**src/sv/fcd_pkg.sv**
```systemverilog
// fcd_pkg: shared types and constants for the fsk cycle count demodulator
// no dependencies; used by the channel interfaces and the top level
package fcd_pkg;

  // default parameter values
  localparam int SAMPLE_BITS_DEF = 10;
  localparam int WORD_BITS_DEF   = 32;

  // fixed field widths
  localparam int THR_W      = 10;
  localparam int WIN_W      = 20;
  localparam int TIME_W     = 32;
  localparam int BPF_W      = 6;
  localparam int OUT_WORD_W = 32;
  localparam int CNT_W      = 8;
  localparam int CFG_IDX_W  = 3;
  localparam int CFG_DATA_W = 32;
  localparam int STATUS_W   = 2;
  // width for comparing bit counts against the target (holds 64)
  localparam int TGT_CMP_W  = 8;

  // register reset values
  localparam logic [THR_W-1:0]  SLOPE_RST    = THR_W'(150);
  localparam logic [WIN_W-1:0]  WINDOW_RST   = WIN_W'(9700);
  localparam logic [TIME_W-1:0] START_TO_RST = TIME_W'(1000000);
  localparam logic [TIME_W-1:0] GAP_TO_RST   = TIME_W'(300000);
  localparam logic [BPF_W-1:0]  BITS_RST     = BPF_W'(16);

  // cycle counts that map onto symbols without clamping
  localparam logic [CNT_W-1:0] CNT_MIN = CNT_W'(2);
  localparam logic [CNT_W-1:0] CNT_MAX = CNT_W'(5);

  localparam logic [OUT_WORD_W-1:0] GAP_WORD = OUT_WORD_W'(3);

  typedef enum logic [STATUS_W-1:0] {
    ST_DONE      = 2'd0,
    ST_NO_SIGNAL = 2'd1,
    ST_GAP       = 2'd2
  } status_t;

  typedef enum logic [CFG_IDX_W-1:0] {
    REG_SLOPE    = 3'd0,
    REG_WINDOW   = 3'd1,
    REG_START_TO = 3'd2,
    REG_GAP_TO   = 3'd3,
    REG_BITS     = 3'd4
  } cfg_idx_t;

endpackage

```
**src/sv/fcd_in_if.sv**
```systemverilog
// fcd_in_if: sample channel into the demodulator, valid/ready handshake
// depends on fcd_pkg
interface fcd_in_if #(
  parameter int SAMPLE_BITS = fcd_pkg::SAMPLE_BITS_DEF
);
  logic                     valid;
  logic                     ready;
  logic                     action;
  logic [SAMPLE_BITS-1:0]   reading;
  logic [fcd_pkg::TIME_W-1:0] now_us;

  modport source (output valid, output action, output reading, output now_us, input ready);
  modport sink   (input valid, input action, input reading, input now_us, output ready);
endinterface

```
**src/sv/fcd_out_if.sv**
```systemverilog
// fcd_out_if: result channel out of the demodulator, valid/ready handshake
// depends on fcd_pkg
interface fcd_out_if;
  logic                           valid;
  logic                           ready;
  logic [fcd_pkg::STATUS_W-1:0]   status;
  logic [fcd_pkg::OUT_WORD_W-1:0] word;
  logic                           clamped;

  modport source (output valid, output status, output word, output clamped, input ready);
  modport sink   (input valid, input status, input word, input clamped, output ready);
endinterface

```
**src/sv/fcd_cfg_if.sv**
```systemverilog
// fcd_cfg_if: register write channel, index and data with valid/ready
// depends on fcd_pkg
interface fcd_cfg_if;
  logic                           valid;
  logic                           ready;
  logic [fcd_pkg::CFG_IDX_W-1:0]  index;
  logic [fcd_pkg::CFG_DATA_W-1:0] data;

  modport source (output valid, output index, output data, input ready);
  modport sink   (input valid, input index, input data, output ready);
endinterface

```
**src/sv/fsk_cycle_count_demodulator.sv**
```systemverilog
// fsk_cycle_count_demodulator: 4-ary fsk receiver counting signal cycles per symbol
// depends on fcd_pkg, fcd_in_if, fcd_out_if, fcd_cfg_if

// Takes one timestamped ADC sample item per clock. Each item lands in an input
// register, and from there one pass of compare and count logic updates the
// frame state and, when a frame ends, loads the result register. The only
// thing that slows intake is a result left waiting in the output register:
// while it waits, the item in the input register is held whether or not it
// ends a frame, so at most one more item is taken until the consumer accepts
// the result. Items keep flowing at one per cycle as long as the consumer
// takes results. A start item
// opens a frame; rises and falls beyond slope_threshold count cycles, each
// symbol window turns its count into two bits, and the word is emitted with
// status 0 once the target bit count is reached (status 1 on a start timeout,
// status 2 with word 3 on a gap timeout). Register writes are taken at any time
// but must only be issued while the block is idle.
module fsk_cycle_count_demodulator #(
  parameter int SAMPLE_BITS = fcd_pkg::SAMPLE_BITS_DEF,
  parameter int WORD_BITS   = fcd_pkg::WORD_BITS_DEF
) (
  input  logic      clk,
  input  logic      rst_n,
  fcd_in_if.sink    in_if,
  fcd_out_if.source out_if,
  fcd_cfg_if.sink   cfg_if
);
  import fcd_pkg::*;

  localparam int CW      = (SAMPLE_BITS > THR_W) ? SAMPLE_BITS : THR_W;
  localparam int TGT_MAX = (WORD_BITS < 63) ? WORD_BITS : 63;
  localparam int BR_W    = $clog2(TGT_MAX + 2);

  // configuration registers
  logic [THR_W-1:0]  slope_thr_r;
  logic [WIN_W-1:0]  window_r;
  logic [TIME_W-1:0] start_to_r;
  logic [TIME_W-1:0] gap_to_r;
  logic [BPF_W-1:0]  bits_pf_r;

  // input register stage
  logic                   s1_valid_r, s1_valid_nxt;
  logic                   s1_action_r;
  logic [SAMPLE_BITS-1:0] s1_reading_r;
  logic [TIME_W-1:0]      s1_now_r;

  // frame state
  logic                   active_r, active_nxt;
  logic                   in_cycle_r, in_cycle_nxt;
  logic                   seen_r, seen_nxt;
  logic                   clamp_seen_r, clamp_seen_nxt;
  logic [SAMPLE_BITS-1:0] prev_r, prev_nxt;
  logic [SAMPLE_BITS-1:0] peak_r, peak_nxt;
  logic [CNT_W-1:0]       cycle_cnt_r, cycle_cnt_nxt;
  logic [BR_W-1:0]        bits_rx_r, bits_rx_nxt;
  logic [TIME_W-1:0]      win_start_r, win_start_nxt;
  logic [TIME_W-1:0]      frame_start_r, frame_start_nxt;
  logic [TIME_W-1:0]      last_sym_r, last_sym_nxt;
  logic [WORD_BITS-1:0]   shift_r, shift_nxt;

  // result register
  logic                  out_valid_r, out_valid_nxt;
  status_t               out_status_r, res_status;
  logic [OUT_WORD_W-1:0] out_word_r, res_word;
  logic                  out_clamped_r, res_clamped;
  logic                  res_emit;

  logic in_acc, s2_fire;
  logic [TGT_CMP_W-1:0] target;

  assign in_acc       = in_if.valid & in_if.ready;
  assign s2_fire      = s1_valid_r & (~out_valid_r | out_if.ready);
  assign in_if.ready  = ~s1_valid_r | s2_fire;
  assign cfg_if.ready = 1'b1;

  assign out_if.valid   = out_valid_r;
  assign out_if.status  = out_status_r;
  assign out_if.word    = out_word_r;
  assign out_if.clamped = out_clamped_r;

  assign target = ({2'b00, bits_pf_r} < TGT_CMP_W'(WORD_BITS)) ?
                  {2'b00, bits_pf_r} : TGT_CMP_W'(WORD_BITS);

  assign s1_valid_nxt  = in_acc | (s1_valid_r & ~s2_fire);
  assign out_valid_nxt = (s2_fire & res_emit) | (out_valid_r & ~out_if.ready);

  // per-item frame update
  always_comb begin
    logic              rise, fall;
    logic [CW-1:0]     rdg_x, prev_x, peak_x, thr_x;
    logic [1:0]        sym;
    logic [TIME_W-1:0] now;

    active_nxt      = active_r;
    in_cycle_nxt    = in_cycle_r;
    seen_nxt        = seen_r;
    clamp_seen_nxt  = clamp_seen_r;
    prev_nxt        = prev_r;
    peak_nxt        = peak_r;
    cycle_cnt_nxt   = cycle_cnt_r;
    bits_rx_nxt     = bits_rx_r;
    win_start_nxt   = win_start_r;
    frame_start_nxt = frame_start_r;
    last_sym_nxt    = last_sym_r;
    shift_nxt       = shift_r;
    res_emit        = 1'b0;
    res_status      = ST_DONE;
    res_word        = '0;
    res_clamped     = 1'b0;
    rise            = 1'b0;
    fall            = 1'b0;
    sym             = 2'd0;
    now             = s1_now_r;
    rdg_x           = CW'(s1_reading_r);
    prev_x          = CW'(prev_r);
    peak_x          = '0;
    thr_x           = CW'(slope_thr_r);

    if (s1_action_r) begin
      active_nxt      = 1'b1;
      in_cycle_nxt    = 1'b0;
      seen_nxt        = 1'b0;
      clamp_seen_nxt  = 1'b0;
      prev_nxt        = s1_reading_r;
      peak_nxt        = '0;
      cycle_cnt_nxt   = '0;
      bits_rx_nxt     = '0;
      win_start_nxt   = now;
      frame_start_nxt = now;
      last_sym_nxt    = now;
      shift_nxt       = '0;
      if (target == '0) begin
        res_emit   = 1'b1;
        active_nxt = 1'b0;
      end
    end else if (active_r) begin
      if (!seen_r && (now - frame_start_r) > start_to_r) begin
        res_emit   = 1'b1;
        res_status = ST_NO_SIGNAL;
        active_nxt = 1'b0;
      end else if (seen_r && (now - last_sym_r) > gap_to_r) begin
        res_emit    = 1'b1;
        res_status  = ST_GAP;
        res_word    = GAP_WORD;
        res_clamped = clamp_seen_r;
        active_nxt  = 1'b0;
      end else begin
        rise = !in_cycle_r && (rdg_x > prev_x) && ((rdg_x - prev_x) > thr_x);
        if (rise) begin
          peak_nxt     = s1_reading_r;
          seen_nxt     = 1'b1;
          in_cycle_nxt = 1'b1;
          if (cycle_cnt_r == '0) begin
            win_start_nxt = now;
          end
        end
        if (s1_reading_r > peak_nxt) begin
          peak_nxt = s1_reading_r;
        end
        peak_x = CW'(peak_nxt);
        fall = in_cycle_nxt && (peak_x > rdg_x) && ((peak_x - rdg_x) > thr_x);
        if (fall) begin
          if (cycle_cnt_nxt != '1) begin
            cycle_cnt_nxt = cycle_cnt_nxt + CNT_W'(1);
          end
          in_cycle_nxt = 1'b0;
        end
        // window over: turn the cycle count into a 2-bit symbol
        if ((now - win_start_nxt) > TIME_W'(window_r) && cycle_cnt_nxt != '0) begin
          in_cycle_nxt = 1'b0;
          if (cycle_cnt_nxt < CNT_MIN) begin
            sym            = 2'd0;
            clamp_seen_nxt = 1'b1;
          end else if (cycle_cnt_nxt > CNT_MAX) begin
            sym            = 2'd3;
            clamp_seen_nxt = 1'b1;
          end else begin
            sym = 2'(cycle_cnt_nxt - CNT_MIN);
          end
          shift_nxt     = {shift_r[WORD_BITS-3:0], sym};
          cycle_cnt_nxt = '0;
          bits_rx_nxt   = bits_rx_r + BR_W'(2);
          last_sym_nxt  = now;
        end
        prev_nxt = s1_reading_r;
        if (TGT_CMP_W'(bits_rx_nxt) >= target) begin
          res_emit    = 1'b1;
          res_status  = ST_DONE;
          res_word    = OUT_WORD_W'(64'(shift_nxt));
          res_clamped = clamp_seen_nxt;
          active_nxt  = 1'b0;
        end
      end
    end
  end

  always_ff @(posedge clk) begin
    if (!rst_n) begin
      slope_thr_r   <= SLOPE_RST;
      window_r      <= WINDOW_RST;
      start_to_r    <= START_TO_RST;
      gap_to_r      <= GAP_TO_RST;
      bits_pf_r     <= BITS_RST;
      s1_valid_r    <= 1'b0;
      out_valid_r   <= 1'b0;
      active_r      <= 1'b0;
      in_cycle_r    <= 1'b0;
      seen_r        <= 1'b0;
      clamp_seen_r  <= 1'b0;
      prev_r        <= '0;
      peak_r        <= '0;
      cycle_cnt_r   <= '0;
      bits_rx_r     <= '0;
      win_start_r   <= '0;
      frame_start_r <= '0;
      last_sym_r    <= '0;
      shift_r       <= '0;
    end else begin
      s1_valid_r  <= s1_valid_nxt;
      out_valid_r <= out_valid_nxt;
      if (cfg_if.valid) begin
        unique case (cfg_if.index)
          REG_SLOPE:    slope_thr_r <= cfg_if.data[THR_W-1:0];
          REG_WINDOW:   window_r    <= cfg_if.data[WIN_W-1:0];
          REG_START_TO: start_to_r  <= cfg_if.data[TIME_W-1:0];
          REG_GAP_TO:   gap_to_r    <= cfg_if.data[TIME_W-1:0];
          REG_BITS:     bits_pf_r   <= cfg_if.data[BPF_W-1:0];
          default: ;
        endcase
      end
      if (s2_fire) begin
        active_r      <= active_nxt;
        in_cycle_r    <= in_cycle_nxt;
        seen_r        <= seen_nxt;
        clamp_seen_r  <= clamp_seen_nxt;
        prev_r        <= prev_nxt;
        peak_r        <= peak_nxt;
        cycle_cnt_r   <= cycle_cnt_nxt;
        bits_rx_r     <= bits_rx_nxt;
        win_start_r   <= win_start_nxt;
        frame_start_r <= frame_start_nxt;
        last_sym_r    <= last_sym_nxt;
        shift_r       <= shift_nxt;
      end
    end
  end

  // payload registers, no reset
  always_ff @(posedge clk) begin
    if (in_acc) begin
      s1_action_r  <= in_if.action;
      s1_reading_r <= in_if.reading;
      s1_now_r     <= in_if.now_us;
    end
    if (s2_fire && res_emit) begin
      out_status_r  <= res_status;
      out_word_r    <= res_word;
      out_clamped_r <= res_clamped;
    end
  end

`ifndef SYNTHESIS
  // no-signal results carry an empty word
  assert property (@(posedge clk) disable iff (!rst_n)
    (out_valid_r && out_status_r == ST_NO_SIGNAL) |-> (out_word_r == '0 && !out_clamped_r))
    else $error("no-signal result with nonzero word or clamp flag");

  assert property (@(posedge clk) disable iff (!rst_n)
    (out_valid_r && out_status_r == ST_GAP) |-> (out_word_r == GAP_WORD))
    else $error("gap timeout result without gap word");

  // any emitted item closes the frame
  assert property (@(posedge clk) disable iff (!rst_n)
    (s2_fire && res_emit) |=> !active_r)
    else $error("frame still active after a result");

  assert property (@(posedge clk) disable iff (!rst_n)
    !bits_rx_r[0])
    else $error("odd received bit count");

  assert property (@(posedge clk) disable iff (!rst_n)
    (cycle_cnt_r != '0) |-> seen_r)
    else $error("cycles counted before any rising edge");

  // a waiting result holds still until taken
  assert property (@(posedge clk) disable iff (!rst_n)
    (out_valid_r && !out_if.ready) |=>
      (out_valid_r && $stable(out_word_r) && $stable(out_status_r) &&
       $stable(out_clamped_r)))
    else $error("result changed while waiting");
`endif

endmodule

```
**src/flat_wrapper.sv**
```systemverilog
// flat-port wrapper written by rule: the top's interface ports become plain ports
module fsk_cycle_count_demodulator_flat import fcd_pkg::*;
#(
  parameter int SAMPLE_BITS = fcd_pkg::SAMPLE_BITS_DEF,
  parameter int WORD_BITS   = fcd_pkg::WORD_BITS_DEF
)
  (clk, rst_n, in_if_valid, in_if_action, in_if_reading, in_if_now_us, in_if_ready, out_if_valid, out_if_status, out_if_word, out_if_clamped, out_if_ready, cfg_if_valid, cfg_if_index, cfg_if_data, cfg_if_ready);
  fcd_in_if #(.SAMPLE_BITS(SAMPLE_BITS)) in_if_i ();
  fcd_out_if out_if_i ();
  fcd_cfg_if cfg_if_i ();
  input  logic clk;
  input  logic rst_n;
  input wire logic [$bits(in_if_i.valid)-1:0] in_if_valid;
  input wire logic [$bits(in_if_i.action)-1:0] in_if_action;
  input wire logic [$bits(in_if_i.reading)-1:0] in_if_reading;
  input wire logic [$bits(in_if_i.now_us)-1:0] in_if_now_us;
  output wire logic [$bits(in_if_i.ready)-1:0] in_if_ready;
  output wire logic [$bits(out_if_i.valid)-1:0] out_if_valid;
  output wire logic [$bits(out_if_i.status)-1:0] out_if_status;
  output wire logic [$bits(out_if_i.word)-1:0] out_if_word;
  output wire logic [$bits(out_if_i.clamped)-1:0] out_if_clamped;
  input wire logic [$bits(out_if_i.ready)-1:0] out_if_ready;
  input wire logic [$bits(cfg_if_i.valid)-1:0] cfg_if_valid;
  input wire logic [$bits(cfg_if_i.index)-1:0] cfg_if_index;
  input wire logic [$bits(cfg_if_i.data)-1:0] cfg_if_data;
  output wire logic [$bits(cfg_if_i.ready)-1:0] cfg_if_ready;
  assign in_if_i.valid = in_if_valid;
  assign in_if_i.action = in_if_action;
  assign in_if_i.reading = in_if_reading;
  assign in_if_i.now_us = in_if_now_us;
  assign in_if_ready = in_if_i.ready;
  assign out_if_valid = out_if_i.valid;
  assign out_if_status = out_if_i.status;
  assign out_if_word = out_if_i.word;
  assign out_if_clamped = out_if_i.clamped;
  assign out_if_i.ready = out_if_ready;
  assign cfg_if_i.valid = cfg_if_valid;
  assign cfg_if_i.index = cfg_if_index;
  assign cfg_if_i.data = cfg_if_data;
  assign cfg_if_ready = cfg_if_i.ready;
  fsk_cycle_count_demodulator #(.SAMPLE_BITS(SAMPLE_BITS), .WORD_BITS(WORD_BITS)) u_core (.clk(clk), .rst_n(rst_n), .in_if(in_if_i), .out_if(out_if_i), .cfg_if(cfg_if_i));
endmodule
```
**config.mk**
```make
export PLATFORM = sky130hd
export DESIGN_NAME = fsk_cycle_count_demodulator_flat
export DESIGN_NICKNAME = d
export VERILOG_FILES = /design/src/sv/fcd_pkg.sv /design/src/sv/fcd_in_if.sv /design/src/sv/fcd_out_if.sv /design/src/sv/fcd_cfg_if.sv /design/src/sv/fsk_cycle_count_demodulator.sv /design/src/flat_wrapper.sv
export SDC_FILE = /design/constraint.sdc
export NUM_CORES = 1
export LEC_CHECK = 0
export BUFFER_PORTS_ARGS = -buffer_cell sky130_fd_sc_hd__buf_2
export CAP_MARGIN = 20
export CORE_ASPECT_RATIO = 1.25
export CORE_MARGIN = 2
export CORE_UTILIZATION = 50
export DETAILED_ROUTE_END_ITERATION = 10
export GPL_TIMING_DRIVEN = 0
export PLACE_DENSITY_LB_ADDON = 0.2
export SETUP_SLACK_MARGIN = 0.5
export SLEW_MARGIN = 30
export SYNTH_ARGS = -nofsm -noshare
export SYNTH_HDL_FRONTEND = slang
export SYNTH_SLANG_ARGS = --single-unit
```
**constraint.sdc**
```tcl
create_clock -name clk -period 24.2 [get_ports clk]
set_input_delay 0 -clock clk [delete_from_list [all_inputs] [get_ports clk]]
set_output_delay 0 -clock clk [all_outputs]
set_load 0.02 [all_outputs]
```
==> results of run 1 <==
==> critical path: cells and delay by family, from the launching register on <==
| kind | cells | cell delay [ps] |
|---|---|---|
| adders and majority gates | 6 | 1840 |
| buffers and inverters | 6 | 1880 |
| xor gates and xnor gates | 2 | 290 |
| AOI/OAI and AO/OA | 32 | 6100 |
| muxes | 2 | 750 |
| DFF | 1 | 530 |
| and+or+nand+nor | 16 | 2140 |
==> per-stage QoR <==
stage | util | instances | cell area, um2 | setup WS, ps | hold WS (ps)
floorplan | - | 2599 | 22050 | 11680 | 98.87
global placement | 0.5333 | 3289 | 23360 | 8958 | 176.1
detailed placement | 0.5348 | 3291 | 23420 | 10440 | 178.1
CTS | 0.5812 | 3439 | 25450 | 10370 | 28.80
global route | 0.5812 | 3439 | 25450 | 9270 | 77.43
finish | 0.5812 | 3439 | 25450 | 10400 | 53.29
==> kinds of logic (layout without fill, tap and decap cells) <==
family | Yosys count | count (layout) | synth area share
and+or+nand+nor | 831 | 831 | 0.1661
buffers and inverters | 323 | 591 | 0.06066
AOI/OAI and AO/OA | 612 | 612 | 0.1799
xor gates and xnor gates | 101 | 101 | 0.04012
adders and majority gates | 240 | 240 | 0.1379
muxes | 146 | 146 | 0.06650
DFF | 345 | 345 | 0.3486
other | 1 | 1 | 0.0001701
==> final cells by class <==
| class | count | area, um2 |
|---|---|---|
| Sequential cell | 345 | 7687 |
| Inverter | 214 | 803.3 |
| Fill cell | 3963 | 18340 |
| Clock buffer | 54 | 1125 |
| Clock inverter | 16 | 126.4 |
| Buffer | 109 | 534.3 |
| Tap cell | 572 | 715.7 |
| Multi-Input combinational cell | 1931 | 13050 |
| Timing Repair Buffer | 198 | 1414 |
==> flip-flops by register name, indices dropped and copies added, names as in the netlist, 2 cells and up <==
signal,count
u_core.s1_now_r,32
u_core.s1_reading_r,10
u_core.peak_r,10
u_core.bits_pf_r,6
u_core.shift_r,32
u_core.frame_start_r,32
u_core.cycle_cnt_r,8
u_core.out_if.word,32
u_core.prev_r,10
u_core.out_if.status,2
u_core.last_sym_r,32
u_core.start_to_r,32
u_core.window_r,20
u_core.win_start_r,32
u_core.slope_thr_r,10
u_core.bits_rx_r,5
u_core.gap_to_r,32
==> metal layers <==
| metal | up-vias | GRT usage |
|---|---|---|
| met2 | 482 | 0.4992 |
| li1 | 9625 | - |
| met3 | 136 | 0.03406 |
| met1 | 9019 | 0.3106 |
| met5 | - | 0 |
| met4 | 0 | 0.1252 |
==> report_power, final <==
group	switching, W	internal (W)	leakage (nW)
clock	0.000246	0.000338	0.612
sequential	0.0000154	0.000604	2.96
combinational	0.000316	0.000230	6.58
total	0.000577	0.00117	10.2
==> Yosys cell counts (33+ instances only) <==
library cell	instances	share of area
a21o_1	47	0.016
a21oi_1	243	0.055
a32o_1	33	0.015
clkbuf_1	82	0.014
dfxtp_1	267	0.24
edfxtp_1	78	0.11
ha_1	235	0.13
inv_1	214	0.036
mux2i_1	142	0.064
nand2_1	404	0.069
nand3_1	46	0.010
nand4_1	36	0.010
nor2_1	198	0.034
o211ai_1	42	0.014
o21ai_0	86	0.020
xnor2_1	69	0.027
==> cell usage in the layout (no fill, tap or decap), drive strengths merged, types with 6 or more instances in the layout <==
| master | instances |
|---|---|
| nor2b | 29 |
| a21oi | 243 |
| o21a | 27 |
| clkinv | 8 |
| buf | 147 |
| o21bai | 6 |
| and2 | 6 |
| a22oi | 8 |
| xor2 | 32 |
| nor3 | 27 |
| inv | 219 |
| or2 | 8 |
| or3 | 7 |
| mux2i | 142 |
| nand3 | 46 |
| nor4 | 7 |
| a211oi | 21 |
| edfxtp | 78 |
| a21boi | 7 |
| nor2 | 198 |
| nand2b | 27 |
| nand4 | 36 |
| xnor2 | 69 |
| a32o | 33 |
| ha | 235 |
| o211ai | 42 |
| a31oi | 15 |
| clkbuf | 136 |
| and3 | 17 |
| o31ai | 6 |
| nand2 | 404 |
| a21o | 48 |
| o21ai | 90 |
| dfxtp | 267 |
| dlygate4sd3 | 78 |
==> path summary, 6_finish.rpt <==
check,from,end,depth (start not counted)
setup / recovery,u_core.s1_reading_r[1],u_core.out_if.word[28],64
hold / removal,cfg_if_index[0],u_core.slope_thr_r[8],5
setup reg to reg,u_core.s1_reading_r[1],u_core.out_if.word[28],64
hold reg to reg,u_core.prev_r[5],u_core.prev_r[5],2
==> what timing repair did <==
item                                   in CTS  in global routing
setup endpoints to repair                   0                  0
hold buffers                               78                  0
endpoints found under the hold margin     149                  0
==> metrics.txt, run 1 <==
first-pass GRT wire length=just under 100 mm; CTS buffer count=39; final period utilization=0.5703; DRC errors left=0; Top Layer Used=met4; max frequency=a little over 70 MHz; CP arrival=between 10000 and 15000 ps; clock latency on the worst-skew pair=560 ps; RSZ-0062 raised after global routing=no; routed len/inst=roughly 18 um; # IOs=~120; run status=complete, no violations; Placeable Area=43790 um2; Final min period=approximately 14000 ps; Post-Syn Area per Cell=~8.5 um2; Final setup viols=0; Worst Path Required=approximately 24000 ps; Register-to-Register Setup Slack=roughly 10000 ps; total negative slack=0 ps; Via density=about 5.6; Post-CTS Setup Inserts=0; Tot GR Track Use=0.2719; critical path launch point type=flip-flop; remaining antenna violation count=0; global route total overflow=0; DRT Pass-1 Iters=5; Clock Tree Root=clkbuf_16; DRT iter0 DRCs=about 1000; H-tree depth=2; CTS tree=built; Mapped Area=~22000 um2; crit-path most repeated cell=o21ai_0; met2 wire length=approximately 31 mm; full die area=around 46000 um2; Starting Density=0.5035; Hold Crit Class=input pin to flip-flop; largest net degree at the start of global routing=40; crit-path max FO=10; WL met3=2.587 mm; Syn Nets=between 2000 and 3000; Final Slew Violations=0; slowest CP cell=o41ai_1; Synth Flop Type=dfxtp_1; asr flop ratio synth=0; Final Wtd Congestion=0.9871; Tot Pwr=approximately 0.0017 W; sequential area share after synthesis=0.3486; synthesized netlist cell count=roughly 2600; WL final=62.05 mm; clk buf depth=3; CTS sink count=roughly 350; #FFs+latches synth=roughly 350; CTS clk-pin slew, worst paths=roughly 60 ps; # rows=86; synth warn=0; WS Path Type=flip-flop to flip-flop; layout cells sized above 1=0.08197; Syn-to-layout area delta=15.44%; Slew headroom=0.3377; Critical Path Max Stage Delay=640 ps; skew final=between 15 and 20 ps; Leak=10.15 nW; number of synthesized flops with an enable pin=78; nets=3161; Die W=roughly 190 um; via count=approximately 19000; final hold vios=0; Die Ht=238.8 um; routed length on met1=around 25 mm; number of global-route vias before repair=19290; Worst VDD drop=about 0.000061 V; Synth cell types=84; Max Cap Viol=0; # resized after CTS=0; Port Buffer Count=~120; Detail Placement HPWL=approximately 49 mm; initial antenna violation count=0; antenna cells=0; Pwr Density=68.71 nW/um2; Worst-Margin Slew=around 990 ps; crit path capture type=flip-flop
No activity file was read; power rests on OpenSTA's default activity.
==> run 2, diff against run 1 <==
Settings changed: ABC_AREA set to 1.
Clock period 24.2 ns to 14.2 ns, I/O delays scaled along.
==> metrics.txt, run 2 <==
Worst-Margin Slew=roughly 1000 ps; via count=around 22000; RSZ-0062 raised after global routing=no; r2r startpoint=u_core.s1_reading_r[2]; Clock Tree Root=clkbuf_16; final period utilization=0.8684; Detail Placement HPWL=58.08 mm; DRT Pass-1 Iters=6; max frequency=around 81 MHz; Post-Syn Area per Cell=7.132 um2; initial antenna violation count=1; CTS sink count=between 300 and 400; asr flop ratio synth=0; number of synthesized flops with an enable pin=78; Hold Worst Slack=between 100 and 150 ps; synthesized netlist cell count=between 3000 and 4000; routed len/inst=17.82 um; Critical Path Max Stage Delay=between 400 and 500 ps; # rows=88; most common cell after layout, fill and taps aside=nand2_1; Via density=~5.4; synth warn=0; crit path capture type=flip-flop; final hold vios=0; number of global-route vias before repair=roughly 22000; H-tree depth=2; CTS buffer count=40; slowest CP cell=edfxtp_1; Synth top area share=0.2312; Pwr Density=between 150 and 200 nW/um2; DRC errors left=0; skew final=29.76 ps; critical path launch point type=flip-flop; Tot GR Track Use=0.3019; area leader, netlist=dfxtp_1; CP arrival=12630 ps; Final setup viols=0; Die W=roughly 200 um; first-pass GRT wire length=112.9 mm; Hold Crit Class=input pin to flip-flop; CTS clk-pin slew, worst paths=about 60 ps; clk buf depth=3; Synth area leaders=dfxtp_1 (23%), ha_1 (13%), nand2_1 (11%); Max Cap Viol=0; Leak=between 10 and 15 nW; Port Buffer Count=118; remaining antenna violation count=0; crit-path most repeated cell=nand2_1; global route total overflow=0; clock latency on the worst-skew pair=between 500 and 600 ps; most common cell in the netlist=nand2_1; Mapped Area=roughly 23000 um2; Worst VDD drop=between 0.0001 and 0.00015 V; Synth top cells by count=nand2_1 (679), inv_1 (478), a21oi_1 (376), dfxtp_1 (267), o21ai_0 (263); CP startpoint=u_core.s1_reading_r[2]; Syn-to-layout area delta=14.94%; #FFs+latches synth=around 350; Post-Place Setup Slack=1703 ps; Final Wtd Congestion=between 1 and 1.5; Die Ht=between 200 and 250 um; largest net degree at the start of global routing=40; Post-CTS Setup Inserts=0; Final Slew Violations=0; setup slack after layout=1868 ps; run status=complete, no violations; nets=3812; sequential area share after synthesis=0.3325; Syn Nets=around 3600; Slew headroom=0.3307; WL final=approximately 73 mm; crit-path max FO=10; most frequent cells in the layout=nand2_1 (679), inv_1 (476), a21oi_1 (376); Synth cell types=48; Final min period=roughly 12000 ps; full die area=about 48000 um2; DRT iter0 DRCs=between 1000 and 1500; layout cells sized above 1=0.07533; Tot Pwr=about 0.0046 W; WS Path Type=flip-flop to flip-flop; Placeable Area=approximately 46000 um2; antenna cells=0; Final Util=0.5788; Worst Path Required=approximately 15000 ps; total negative slack=0 ps; CTS tree=built; Starting Density=0.5036; HP Start=in_if_now_us[15]; Synth Flop Type=dfxtp_1; # IOs=about 120
==> run 2: cell types whose count changed after synthesis, moves of 33 or more <==
| cell | previous run | this run |
|---|---|---|
| nor2_1 | 198 | 233 |
| a21o_1 | 47 | 7 |
| nand3_1 | 46 | 171 |
| inv_1 | 214 | 478 |
| mux2i_1 | 142 | 0 |
| a32o_1 | 33 | 0 |
| o21ai_0 | 86 | 263 |
| a21oi_1 | 243 | 376 |
| nand2_1 | 404 | 679 |
==> run 2: kinds of logic (layout without fill, tap and decap cells) <==
family,count (synthesis),in the layout,share of synthesized area
AO/OA/AOI/OAI,754,754,0.1752
XOR/XNOR,100,100,0.03788
adder cells (fa/ha/maj),240,240,0.1315
buffers and inverters,606,882,0.1029
flip-flops,345,345,0.3325
other,1,1,0.0001622
AND/OR/NAND/NOR,1196,1196,0.2199
==> run 2: power by group <==
group / internal (W) / switching [W]
Clock: 0.000559 / 0.000428
Combinational: 0.000908 / 0.00161
Sequential: 0.00106 / 0.0000353
==> run 2: worst max-delay path: cells and delay by family (launching register included) <==
kind                       cells  cell delay, ps
and+or+nand+nor               31            3950
AOI/OAI and AO/OA             19            3490
buffers and inverters          8            1950
adders and majority gates      6            1910
DFF                            1             490
xor gates and xnor gates       2             240
==> run 2: per-stage QoR <==
stage	instances	cell area [um2]
after floorplan	3242	23120
final	4103	26580
after global placement	3945	24440
after global routing	4103	26580
after detailed placement	3946	24480
after CTS	4103	26570
==> run 2: path summary, 6_finish.rpt <==
| path | to | slack (ps) | depth (start not counted) |
|---|---|---|---|
| hold reg to reg | u_core.frame_start_r[28] | 450 | 2 |
| setup / recovery | u_core.out_if.word[22] | 1870 | 66 |
| hold / removal | u_core.s1_now_r[15] | 130 | 2 |
| setup reg to reg | u_core.out_if.word[22] | 1870 | 66 |
==> run 2: per-layer routing <==
layer	GRT usage	up-vias	wire, um
met5	0	-	0
met4	0.1515	0	3855
met3	0.03406	149	2876
met2	0.5807	519	38160
met1	0.3224	10340	28230
li1	-	11200	-
==> run 2: layout make-up <==
type | count | area, um2
fillers | 4308 | 19340
multi-input cells | 2291 | 13060
flip-flops and latches | 345 | 7687
inverters | 486 | 1832
repair buffers | 205 | 1479
clock buffers | 52 | 1086
well taps | 585 | 732.0
plain buffers | 120 | 558.0
clock inverters | 19 | 141.4
==> run 2: what timing repair did <==
action / CTS / global route
hold endpoints to repair: 149 / 0
hold buffers: 86 / 0
gates resized for setup: 0 / 7
endpoints found under the setup margin: 0 / 49
